File: config.mk
export PLATFORM = sky130hd
export DESIGN_NAME = mcpwm_level
export DESIGN_NICKNAME = d
export VERILOG_FILES = /design/src/sv/multi_channel_pwm_controller_top_assert.svh /design/src/sv/mcpwm_pkg.sv /design/src/sv/mcpwm_level.sv
export SDC_FILE = /design/constraint.sdc
export NUM_CORES = 1
export LEC_CHECK = 0
export ABC_AREA = 1
export BUFFER_PORTS_ARGS = -buffer_cell sky130_fd_sc_hd__buf_4
export CAP_MARGIN = 20
export CORE_MARGIN = 2
export CORE_UTILIZATION = 40
export CTS_CLUSTER_SIZE = 8
export DETAILED_ROUTE_END_ITERATION = 6
export PLACE_DENSITY = 0.66
export SYNTH_ARGS = -nofsm -noshare
export SYNTH_HDL_FRONTEND = slang
export SYNTH_SLANG_ARGS = --single-unit
export TNS_END_PERCENT = 1
File: constraint.sdc
create_clock -name clk -period 3.98 [get_ports clk]
set_clock_uncertainty 0.15 [all_clocks]
set_input_delay 0.199 -clock clk [delete_from_list [all_inputs] [get_ports clk]]
set_output_delay 0.199 -clock clk [all_outputs]
set_load 0.005 [all_outputs]
File: src/sv/multi_channel_pwm_controller_top_assert.svh
// Assertion macros for the PWM controller
`ifndef MULTI_CHANNEL_PWM_CONTROLLER_TOP_ASSERT_SVH
`define MULTI_CHANNEL_PWM_CONTROLLER_TOP_ASSERT_SVH
`define PWM_ASSERT_IMP(label, clk, rst, a, b) \
  label: assert property (@(posedge clk) disable iff (rst) (a) |-> (b)) \
    else $error("pwm: %s failed", "label");
`define PWM_ASSERT_NXT(label, clk, rst, a, b) \
  label: assert property (@(posedge clk) disable iff (rst) (a) |=> (b)) \
    else $error("pwm: %s failed", "label");
`endif

File: src/sv/mcpwm_pkg.sv
// ----------------------------------------------------------------------------
// mcpwm_pkg
// Shared constants and codes for the PWM controller.
// ----------------------------------------------------------------------------
`default_nettype none
package mcpwm_pkg;
  localparam int CHANNELS_DEF = 16;
  localparam int TIMERS_DEF   = 8;
  localparam int RES_DEF      = 20;
  localparam int WORD_W       = 32;
  localparam int IRQ_TMR_BASE = 16;
  localparam logic [4:0] RES_FIELD_MASK = 5'h1F;

  localparam logic [1:0] CMD_READ  = 2'd0;
  localparam logic [1:0] CMD_WRITE = 2'd1;
  localparam logic [1:0] CMD_TICK  = 2'd2;

  localparam logic [3:0] SEL_TCONF  = 4'd0;
  localparam logic [3:0] SEL_TVALUE = 4'd1;
  localparam logic [3:0] SEL_CONF0  = 4'd2;
  localparam logic [3:0] SEL_HPOINT = 4'd3;
  localparam logic [3:0] SEL_DUTY   = 4'd4;
  localparam logic [3:0] SEL_CONF1  = 4'd5;
  localparam logic [3:0] SEL_DUTY_R = 4'd6;
  localparam logic [3:0] SEL_IRAW   = 4'd7;
  localparam logic [3:0] SEL_IST    = 4'd8;
  localparam logic [3:0] SEL_IENA   = 4'd9;
  localparam logic [3:0] SEL_ICLR   = 4'd10;

  localparam int EN_POS    = 2;
  localparam int IDLE_POS  = 1;
  localparam int START_POS = 4;
  localparam int TSEL_LO   = 8;
  localparam int DUTY_LO   = 4;

  typedef struct packed {
    logic [19:0] cnt;
    logic [4:0]  res;
    logic [31:0] hpoint;
    logic [31:0] duty;
    logic        en;
    logic        idle;
  } lvl_req_t;
endpackage
`default_nettype wire

File: src/sv/mcpwm_level.sv
// ----------------------------------------------------------------------------
// mcpwm_level
// Shared level unit: computes one channel level per request, registered.
// ----------------------------------------------------------------------------
`default_nettype none
module mcpwm_level #(
  parameter int MAX_RES_BITS = mcpwm_pkg::RES_DEF
) (
  input  wire                 clk,
  input  mcpwm_pkg::lvl_req_t req,
  output logic                level
);
  localparam int RW = MAX_RES_BITS;
  logic [RW:0]   period;
  logic [RW-1:0] pmask;
  logic [RW-1:0] duty;
  logic [RW-1:0] rel;
  logic          lv;

  always_comb begin
    period = (RW+1)'(1) << req.res;
    pmask  = RW'(period - (RW+1)'(1));
    duty   = req.duty[mcpwm_pkg::DUTY_LO +: RW];
    if ({1'b0, duty} >= period) duty = pmask;
    rel = (RW'(req.cnt) - req.hpoint[RW-1:0]) & pmask;
    lv  = req.en ? (rel < duty) : req.idle;
  end

  always_ff @(posedge clk) begin
    level <= lv;
  end
endmodule
`default_nettype wire

== Yosys cells after proc, flatten, opt, wreduce, memory -nomap -nowiden ==
Cells that the tools add are included.
Storage, ports and cells
  register bits after elaboration: 1
  bits of input ports: 92
  output and inout bits: 1
  logic and storage cells: 9
Cells by class
  add/sub/neg operators: 2
  magnitude comparators: 2
  shifts and indexed selects: 1
  muxes and demuxes: 2
  bitwise operators: 1
Operator list (count)
  20-bit by 21-bit greater-or-equal comparator with 1-bit output: 1
  1-bit by 5-bit left shift with 21-bit output, first input constant: 1
  20-bit AND: 1
  20-bit < comparator: 1
  20-bit 2-to-1 mux: 1
  20-bit by 1-bit subtractor with 20-bit output, second input constant: 1
  20-bit subtractor: 1
  1-bit 2-to-1 mux: 1

== Depth between registers and ports, before layout ==
Gate-level depths: netlist of the first run.
  depth after elaboration: 5
  gate-level depth with buffers: 25
  gate-level depth less buffers: 24

== Worst setup path after synthesis of the first run ==
No wires, ideal clock.
  path type: input to register
  from: input req[68] (netlist name)
  to: register level
  library setup time: 0.058 ns
  arrival: 3.087 ns
  required time: 3.772 ns
  slack: 0.685 ns
  stages on the path: 21
  path buffers: 2
  cell sequence: buf_4 > nor3_1 > inv_1 > nor2_1 > inv_1 > ha_1 > nand2_1 > nor3_1 > nand2_1 > nand3_4 > clkbuf_1 > nand2_1 > o21ai_0 > ha_1 > a21oi_1 > o21ai_0 > nand2_1 > o211ai_1 > a2111oi_0 > nand2_1 > nand2_1
Between the ends
  cells in the longest elaborated chain, start to end: 5
  elaborated cells between the ends (all ways): 7
  classes of those cells: 1 x add/sub; 2 x order compare; 1 x shift; 2 x mux; 1 x bitwise
RTL lines
  start: declaration: line mcpwm_level.sv:10  | input mcpwm_pkg::lvl_req_t req,
  1-bit by 5-bit left shift with 21-bit output (*): line mcpwm_level.sv:21  | period = (RW+1)'(1) << req.res;
  20-bit by 1-bit subtractor with 20-bit output / 20-bit by 21-bit greater-or-equal comparator with 1-bit output (equally long branches): line mcpwm_level.sv:22, mcpwm_level.sv:24
  20-bit AND / 20-bit 2-to-1 mux (equally long branches): line mcpwm_level.sv:25, mcpwm_level.sv:24
  20-bit < comparator (*): line mcpwm_level.sv:26  | lv = req.en ? (rel < duty) : req.idle;
  1-bit 2-to-1 mux (*): line mcpwm_level.sv:26
  named net lv: line mcpwm_level.sv:18  | logic lv;
  end signal: assignment: line mcpwm_level.sv:30  | level <= lv;
  end: declaration: line mcpwm_level.sv:11  | output logic level
Mark *: on every way through the listed nets, which the timed path passes. The rest lies on a longest branch.

== Worst setup path after layout of the first run ==
  from: input req[69] (netlist name)
  to: register level
The elaborated chain is that of the path after synthesis.

==> results.ini, run 1 <==
[synthesis]
ys_top_cells_by_area=ha_1 27%, nand2_1 15%, inv_1 10%, nor2_1 7.8%, a21oi_1 7.3%
synthesis.nets=624
synthMuxAreaShare_pct=0.732
synth-simple-area-share_pct=34.2
synth_seq_area_share_pct=0.732
async_reset_ff_share_pct=0
synth_cells=472
netlist.area_leader.share_pct=27.0
synth-compound-area-share_pct=20.0
synth_common_cells=107 x nand2_1, 74 x inv_1, 59 x ha_1, 57 x nor2_1, 40 x a21oi_1
synth-seq-cells=1
synth_edf_count=0
synth_flop_cell=dfxtp_1
synth_xor_area_share_pct=5.08
synth_most_common_cell=nand2_1
synthDistinctLibCells=41
synth_warnings=0
synth_area_per_cell_um2=5.80
yosys.area.top_type=ha_1
synth_top_family_by_area=simple AND/OR/NAND/NOR gates
synthAdderAreaFrac_pct=27.7
mappedNetlistArea_mm2=0.00274

[timing]
worst_slew_pin_slew_ps=443
finalMaxSlewViolations=0
fin_ws_ps=322
hold_viol_final=0
fmax_mhz=273
fin_crit_sh_pct=91.9
min_period_ps=3660
finalSetupTns_ps=0
finalSetupViolations=0
timing.slew.headroom_pct=70.2

[floorplanning]
die_area_mm2=0.00752
start_util_pct=40.7
io_pins=93
fp.coreArea_mm2=0.00672
die-height_um=86.7
dieWidth_um=86.7
rows=30

[global_route]
grt_pass1_vias=2894
grt_max_degree=22
grt_first_pass_wirelength_um=12000
antenna_found_initial=0
grt_use_total_pct=19.0
overflow=0

[setup_path]
crit_start=req[69]
critPathArrivalTime_ps=3450
crit_type=in -> reg
critPathMaxFanout=6
end_kind=register
crit_required_ps=3770
critical_path.startpoint_type=primary input

[routing]
drc=0
drtPass1Iterations=4
met2WireLength_um=3550
wl_met3_um=298
wire_per_inst_um=12.0
drtAntennaViolNets=0
vias_per_cell=5.07
drt_iter0_drc=122
num_vias=3196
highest_layer=met4
met1_length_um=3560
routed_wl_um=7560

[finish]
largest_reg_flops=1
diodes=0
instances_no_fill=630
fin_nets=704
drive_above_1_share_pct=22.2
area_delta_synth_final_pct=28.5
fin_area_mm2=0.00352
reg_top3=level x1
regMostFlops=level

[power]
finalPower_uw=502
power.density_mw_per_mm2=143
ir_drop_mv=0.0507
p_leak_uw=0.00190

[min_path]
min-delay-path-class=in -> reg
hold_path.startpoint=req[0]

[placed_design]
pre_cts_slack_ps=211
dpl.hpwl_um=6430
place_congestion=0.888
io_buffers=68
dp.cells=624
placed_area_mm2=0.00340

[flow_run]
drv_cap=0

[outcome]
status=finished, final reports clean

[clock_network]
clk_pin_slew_ps=0

==> per-stage QoR <==
| step | hold WS (ps) | util [%] |
|---|---|---|
| global route | 274 | 52.3 |
| detailed placement | 251 | 50.6 |
| global placement | 247 | 50.6 |
| CTS | 251 | 50.6 |
| finish | 246 | 52.3 |
| floorplan | 159 | - |
==> routing by layer <==
| layer | up-vias | global-route usage (%) |
|---|---|---|
| met5 | - | 0 |
| met4 | 0 | 3.84 |
| met3 | 10 | 0.857 |
| met2 | 72 | 34.0 |
| met1 | 1393 | 25.2 |
| li1 | 1721 | - |
==> critical path, cell delays in order <==
cell and delay, ps:
buf_4 130, nor2_4 180, inv_4 80, nor2_2 150, nand2_2 70, ha_1 290
nand2_1 80, nor3_1 280, nand2_1 90, nand2_1 100, nand2_2 120, nand3_4 120
buf_4 160, buf_4 120, o21ai_0 70, o21ai_1 110, ha_1 270, nand4_1 130
nor3_2 70, buf_4 130, a2111oi_2 350, nand2_1 100, nand2_1 60
==> cells by family (layout without fill, tap and decap cells) <==
| logic type | count (synthesis) | count (layout) |
|---|---|---|
| simple gates | 214 | 215 |
| mux | 2 | 2 |
| fa+ha+maj | 60 | 60 |
| buf+inv | 83 | 160 |
| xor+xnor | 15 | 15 |
| flops | 1 | 1 |
| compound gates | 97 | 97 |
==> layout make-up <==
cell class	instances	area, µm²
Sequential cell	1	20.0
Timing Repair Buffer	81	621
Tap cell	80	100
Fill cell	708	3200
Inverter	79	299
Multi-Input combinational cell	389	2480
==> cells in the final DEF, fill, tap and decap left out, types with 2 or more instances in the layout <==
master / Yosys / layout
nor3_1: 11 / 8
nor2_4: 3 / 6
nor4_1: 2 / 2
nand4_1: 6 / 6
nor2_2: 7 / 11
ha_1: 59 / 59
xor2_1: 10 / 10
inv_1: 74 / 73
nand3_1: 11 / 11
a21o_1: 4 / 4
o31ai_1: 2 / 2
o21bai_1: 4 / 4
o21ai_0: 28 / 26
o21a_1: 3 / 3
nand2_2: 5 / 8
buf_4: 1 / 80
nor3_2: 0 / 3
inv_2: 4 / 5
a21oi_1: 40 / 40
o211ai_1: 4 / 4
nor2_1: 57 / 50
a31oi_1: 2 / 2
mux2i_1: 2 / 2
nand2_1: 107 / 103
o21ai_1: 4 / 6
xnor2_1: 4 / 4
==> report_power, final <==
group,switching (µW),total (µW),internal (µW)
Clock,0,0,0
Sequential,0.434,12.6,12.2
Combinational,275,490,215
Total,275,502,227
==> worst paths after layout <==
check                 slack [ps]  cells past startpoint  endpoint
worst min-delay path         250                      3     level
worst max-delay path         320                     23     level
==> repair_timing <==
item	CTS	global route
hold buffers	0	0
endpoints found under the setup margin	0	1
buffers inserted	0	5
resized for setup	0	25
No activity file was read; power rests on OpenSTA's default activity.
==> run 2, diff against run 1 <==
--- a/config.mk
+++ b/config.mk
@@ -6,13 +6,14 @@
 export NUM_CORES = 1
 export LEC_CHECK = 0
 export ABC_AREA = 1
-export BUFFER_PORTS_ARGS = -buffer_cell sky130_fd_sc_hd__buf_4
 export CAP_MARGIN = 20
 export CORE_MARGIN = 2
-export CORE_UTILIZATION = 40
+export CORE_UTILIZATION = 55
+export CTS_CLUSTER_DIAMETER = 80
 export CTS_CLUSTER_SIZE = 8
 export DETAILED_ROUTE_END_ITERATION = 6
-export PLACE_DENSITY = 0.66
+export DONT_BUFFER_PORTS = 1
+export PLACE_DENSITY = 0.7
 export SYNTH_ARGS = -nofsm -noshare
 export SYNTH_HDL_FRONTEND = slang
 export SYNTH_SLANG_ARGS = --single-unit
==> results.ini, run 2 (same netlist as run 1, synthesis figures left out) <==
[outcome]
status=finished, final reports clean  ; unchanged

[global_route]
overflow=0  ; unchanged
grt_use_total_pct=24.6  ; was 19.0%
antenna_found_initial=0  ; unchanged
grt_max_degree=26  ; was 22
grt_pass1_vias=2638  ; was 2894
grt_first_pass_wirelength_um=11100  ; was 12000 µm

[setup_path]
cp-endpoint=level  ; unchanged
critPathMaxFanout=13  ; was 6
critical_path_buf_inv_count=3  ; was 5
crit_type=in -> reg  ; unchanged
cp_top_family=simple AND/OR/NAND/NOR gates  ; unchanged
crit_path_frequent_cell=nand2_1  ; unchanged
cp.depth=25  ; was 23
critical_path.startpoint_type=primary input  ; unchanged
crit_start=req[69]  ; unchanged
cpPeakStageDelay_ps=310  ; was 350 ps
end_kind=register  ; unchanged
slowest_stage=a2111oi_2  ; unchanged
critPathArrivalTime_ps=3340  ; was 3450 ps
crit_required_ps=3770  ; about the same

[finish]
reg_top3=level x1  ; unchanged
area_delta_synth_final_pct=4.44  ; was 28.5%
fin_nets=626  ; was 704
final_common_cell=nand2_1  ; unchanged
regMostFlops=level  ; unchanged
utilization_pct=60.1  ; was 52.3%
ff_latch_area_um2=20.0  ; unchanged
instances_no_fill=539  ; was 630
diodes=0  ; unchanged
largest_reg_flops=1  ; unchanged
layout_common_cells=106 x nand2_1, 74 x inv_1, 59 x ha_1  ; was 103 x nand2_1, 80 x buf_4, 73 x inv_1
fillCellCount=513  ; was 708
drive_above_1_share_pct=7.20  ; was 22.2%
multi_input_area_mm2=0.00243  ; was 0.00248 mm²

[placed_design]
io_buffers=0  ; was 68
dpl.hpwl_um=5980  ; was 6430 µm
dp.cells=538  ; was 624
place_congestion=0.911  ; was 0.888

[flow_run]
drv_cap=0  ; unchanged

[timing]
worst_slew_pin_slew_ps=441  ; was 443 ps
fin_crit_sh_pct=89.2  ; was 91.9%
rsz0062_at_grt=false
hold_viol_final=0  ; unchanged
timing.slew.headroom_pct=70.3  ; was 70.2%
finalSetupViolations=0  ; unchanged
finalMaxSlewViolations=0  ; unchanged
finalSetupTns_ps=0  ; unchanged
fmax_mhz=282  ; was 273 MHz
min_period_ps=3550  ; was 3660 ps

[min_path]
min-delay-path-class=in -> reg  ; unchanged
min_path_cells=2  ; was 3
hold_path.startpoint=req[0]  ; unchanged

[routing]
drtAntennaViolNets=0  ; unchanged
wire_per_inst_um=12.7  ; was 12.0 µm
drc=0  ; unchanged
drt_iter0_drc=117  ; was 122
vias_per_cell=5.43  ; was 5.07
routed_wl_um=6820  ; was 7560 µm
drtPass1Iterations=4  ; unchanged
num_vias=2926  ; was 3196

[floorplanning]
die-height_um=74.5  ; was 86.7 µm
io_pins=93  ; unchanged
rows=25  ; was 30
start_util_pct=57.6  ; was 40.7%
die_area_mm2=0.00556  ; was 0.00752 mm²
dieWidth_um=74.5  ; was 86.7 µm
fp.coreArea_mm2=0.00475  ; was 0.00672 mm²

[power]
power.density_mw_per_mm2=148  ; was 143 mW/mm²
p_leak_uw=0.00151  ; was 0.00190 µW
ir_drop_mv=0.0808  ; was 0.0507 mV

[clock_network]
clk_pin_slew_ps=0  ; about the same
cts_hold_buf=0  ; unchanged

run 2: changes by cell type in the layout (fill, tap and decap cells not counted):
cell     change
buf_12       -1
buf_4       -77
inv_1        +1
inv_2        -1
nand2_1      +3
nand2_2      -2
nand2_4      -1
nor2_1       +5
nor2_2       -2
nor2_4       -3
nor3_1       +1
nor3_2       -1
o21ai_0      +1
o21ai_1      -1
run 2: what timing repair did:
item                                   CTS  global route
endpoints found under the hold margin    0             0
resized for setup                        0             8
setup endpoints to repair                0             1
setup buffers                            0             0
run 2: routing by layer:
| metal | track usage [%] | share of wire, % |
|---|---|---|
| met5 | 0 | 0 |
| met1 | 33.0 | 48 |
| met2 | 44.1 | 45 |
| met3 | 3.39 | 6.1 |
| met4 | 1.19 | 0.50 |
run 2: power breakdown:
part           internal [µW]  total (µW)  switching [µW]
Combinational            161         409             247
Clock                      0           0               0
Sequential              12.2        13.1           0.864
Total                    174         422             248
run 2: final cells by class:
class,instances,share of cell area [%]
sequential,1,0.701
timing repair buffer,3,0.788
tap,67,2.93
inverter,79,10.5
multi-input combinational,389,85.1
run 2: worst min path at each step:
stage                     endpoint  slack, ps
after floorplan              level        160
after global placement       level        170
after detailed placement     level        170
after CTS                    level        170
after global routing         level        180
final                        level        160
run 2: per-stage QoR:
step | area (µm²) | total power, µW | setup WS, ps | hold slack, ps
after floorplan | 2740 | 337 | 685 | 159
final | 2860 | 422 | 431 | 164
after global routing | 2860 | 490 | 20.8 | 183
after CTS | 2820 | 413 | 230 | 165
after detailed placement | 2820 | 409 | 243 | 165
after global placement | 2820 | 400 | 302 | 165
==> run 3, diff against run 2 <==
--- a/config.mk
+++ b/config.mk
@@ -7,12 +7,14 @@
 export LEC_CHECK = 0
 export ABC_AREA = 1
 export CAP_MARGIN = 20
+export CORE_ASPECT_RATIO = 1.5
 export CORE_MARGIN = 2
 export CORE_UTILIZATION = 55
 export CTS_CLUSTER_DIAMETER = 80
 export CTS_CLUSTER_SIZE = 8
 export DETAILED_ROUTE_END_ITERATION = 6
 export DONT_BUFFER_PORTS = 1
+export MAX_ROUTING_LAYER = met4
 export PLACE_DENSITY = 0.7
 export SYNTH_ARGS = -nofsm -noshare
 export SYNTH_HDL_FRONTEND = slang
==> results.ini, run 3 (same netlist as run 1, synthesis figures left out) <==
[outcome]
status=finished, final reports clean  ; unchanged

[timing]
holdWs_ps=163  ; was 164 ps
fin_crit_sh_pct=88.3  ; was 89.2%
finalSetupTns_ps=0  ; unchanged
finalSetupViolations=0  ; unchanged
worst_slew_pin_slew_ps=449  ; was 441 ps
timing.slew.headroom_pct=69.8  ; was 70.3%
min_period_ps=3520  ; was 3550 ps
fmax_mhz=284  ; was 282 MHz
hold_viol_final=0  ; unchanged
finalMaxSlewViolations=0  ; unchanged

[finish]
fin_nets=625  ; was 626
fillCellCount=525  ; was 513
area_delta_synth_final_pct=4.12  ; was 4.44%
reg_top3=level x1  ; unchanged
largest_reg_flops=1  ; unchanged
final_common_cell=nand2_1  ; unchanged
regMostFlops=level  ; unchanged
layout_common_cells=106 x nand2_1, 74 x inv_1, 59 x ha_1  ; unchanged
diodes=0  ; unchanged
drive_above_1_share_pct=7.01  ; was 7.20%

[setup_path]
slowest_stage=a2111oi_2  ; unchanged
cp_top_family=simple AND/OR/NAND/NOR gates  ; unchanged
crit_required_ps=3770  ; about the same
crit_chain=inv_1, nor2_2, nand2_1, nor2_1, inv_1, ha_1, nand2_1, nor2_1, nand2_1, nor2_1, nand2_1, nand2_1, nand2_1, nand3_4, nand2_1, o21ai_1, ha_1, a21oi_1, o21ai_0, nand2_1, o211ai_1, a2111oi_2, nand2_1, nand2_1
crit_path_frequent_cell=nand2_1  ; unchanged
critical_path_buf_inv_count=2  ; was 3
end_kind=register  ; unchanged
critical_path.startpoint_type=primary input  ; unchanged
critPathArrivalTime_ps=3310  ; was 3340 ps
crit_type=in -> reg  ; unchanged
cpPeakStageDelay_ps=340  ; was 310 ps
critPathMaxFanout=15  ; was 13
crit_start=req[67]  ; was req[69]

[floorplanning]
die-height_um=90.4  ; was 74.5 µm
start_util_pct=56.9  ; was 57.6%
dieWidth_um=61.6  ; was 74.5 µm
io_pins=93  ; unchanged
fp.coreArea_mm2=0.00481  ; was 0.00475 mm²
rows=31  ; was 25
die_area_mm2=0.00557  ; was 0.00556 mm²

[global_route]
grt_first_pass_wirelength_um=10900  ; was 11100 µm
antenna_found_initial=0  ; unchanged
grt_pass1_vias=2710  ; was 2638
grt_max_degree=30  ; was 26
grt_use_total_pct=24.7  ; was 24.6%
overflow=0  ; unchanged

[routing]
wire_per_inst_um=12.5  ; was 12.7 µm
drc=0  ; unchanged
num_vias=2862  ; was 2926
drtPass1Iterations=4  ; unchanged
drt_iter0_drc=92  ; was 117
vias_per_cell=5.33  ; was 5.43
drtAntennaViolNets=0  ; unchanged
routed_wl_um=6700  ; was 6820 µm

[flow_run]
drv_cap=0  ; unchanged

[power]
p_leak_uw=0.00151  ; about the same
power.density_mw_per_mm2=147  ; was 148 mW/mm²
ir_drop_mv=0.0577  ; was 0.0808 mV
finalPower_uw=419  ; was 422 µW

[min_path]
min-delay-path-class=in -> reg  ; unchanged
hold_end=level  ; unchanged
min_path_cells=2  ; unchanged
hold_path.startpoint=req[0]  ; unchanged

[placed_design]
dpl.hpwl_um=5960  ; was 5980 µm
io_buffers=0  ; unchanged
place_congestion=0.944  ; was 0.911

[clock_network]
post-cts-setup-buffers=0  ; unchanged
cts_hold_buf=0  ; unchanged
clk_pin_slew_ps=0  ; about the same

run 3: changes by cell type in the layout (fill, tap and decap cells not counted):
cell	previous run	this run
buf_4	3	2
run 3: area by class of cell:
| type | instances | area (µm²) | share of cell area [%] |
|---|---|---|---|
| Sequential cell | 1 | 20.0 | 0.703 |
| Multi-Input combinational cell | 389 | 2430 | 85.4 |
| Inverter | 79 | 299 | 10.5 |
| Timing Repair Buffer | 2 | 15.0 | 0.527 |
| Tap cell | 66 | 82.6 | 2.90 |
run 3: report_power, final:
group	switching (µW)	internal, µW	total [µW]
Combinational	245	160	406
Sequential	0.810	12.2	13.0
Clock	0	0	0
run 3: how the worst max path moves through the flow:
stage	slack [ps]	end	cells after the start
2_1_floorplan	680	level	21
3_3_place_gp	300	level	23
3_5_place_dp	200	level	23
4_1_cts	200	level	23
5_1_grt	-20	level	25
6_report	460	level	24
run 3: through the flow:
stage	utilization [%]	instances	worst slack, ps	cell area [µm²]
after global placement	58.5	536	296	2820
final	59.2	537	464	2850
after CTS	58.5	536	196	2820
after global routing	59.2	537	-19.9	2850
after floorplan	-	472	685	2740
after detailed placement	58.5	536	195	2820
run 3: metal layers:
layer | GRT usage (%) | vias up | wire [µm]
li1 | - | 1560 | -
met5 | - | - | 0
met3 | 0.573 | 6 | 203
met2 | 44.6 | 53 | 3460
met4 | 2.84 | 0 | 99
met1 | 30.4 | 1243 | 2930
run 3: timing repair:
item,4_1_cts,5_1_grt
setup endpoints to repair,0,1
endpoints found under the hold margin,0,0
resized for setup,0,8
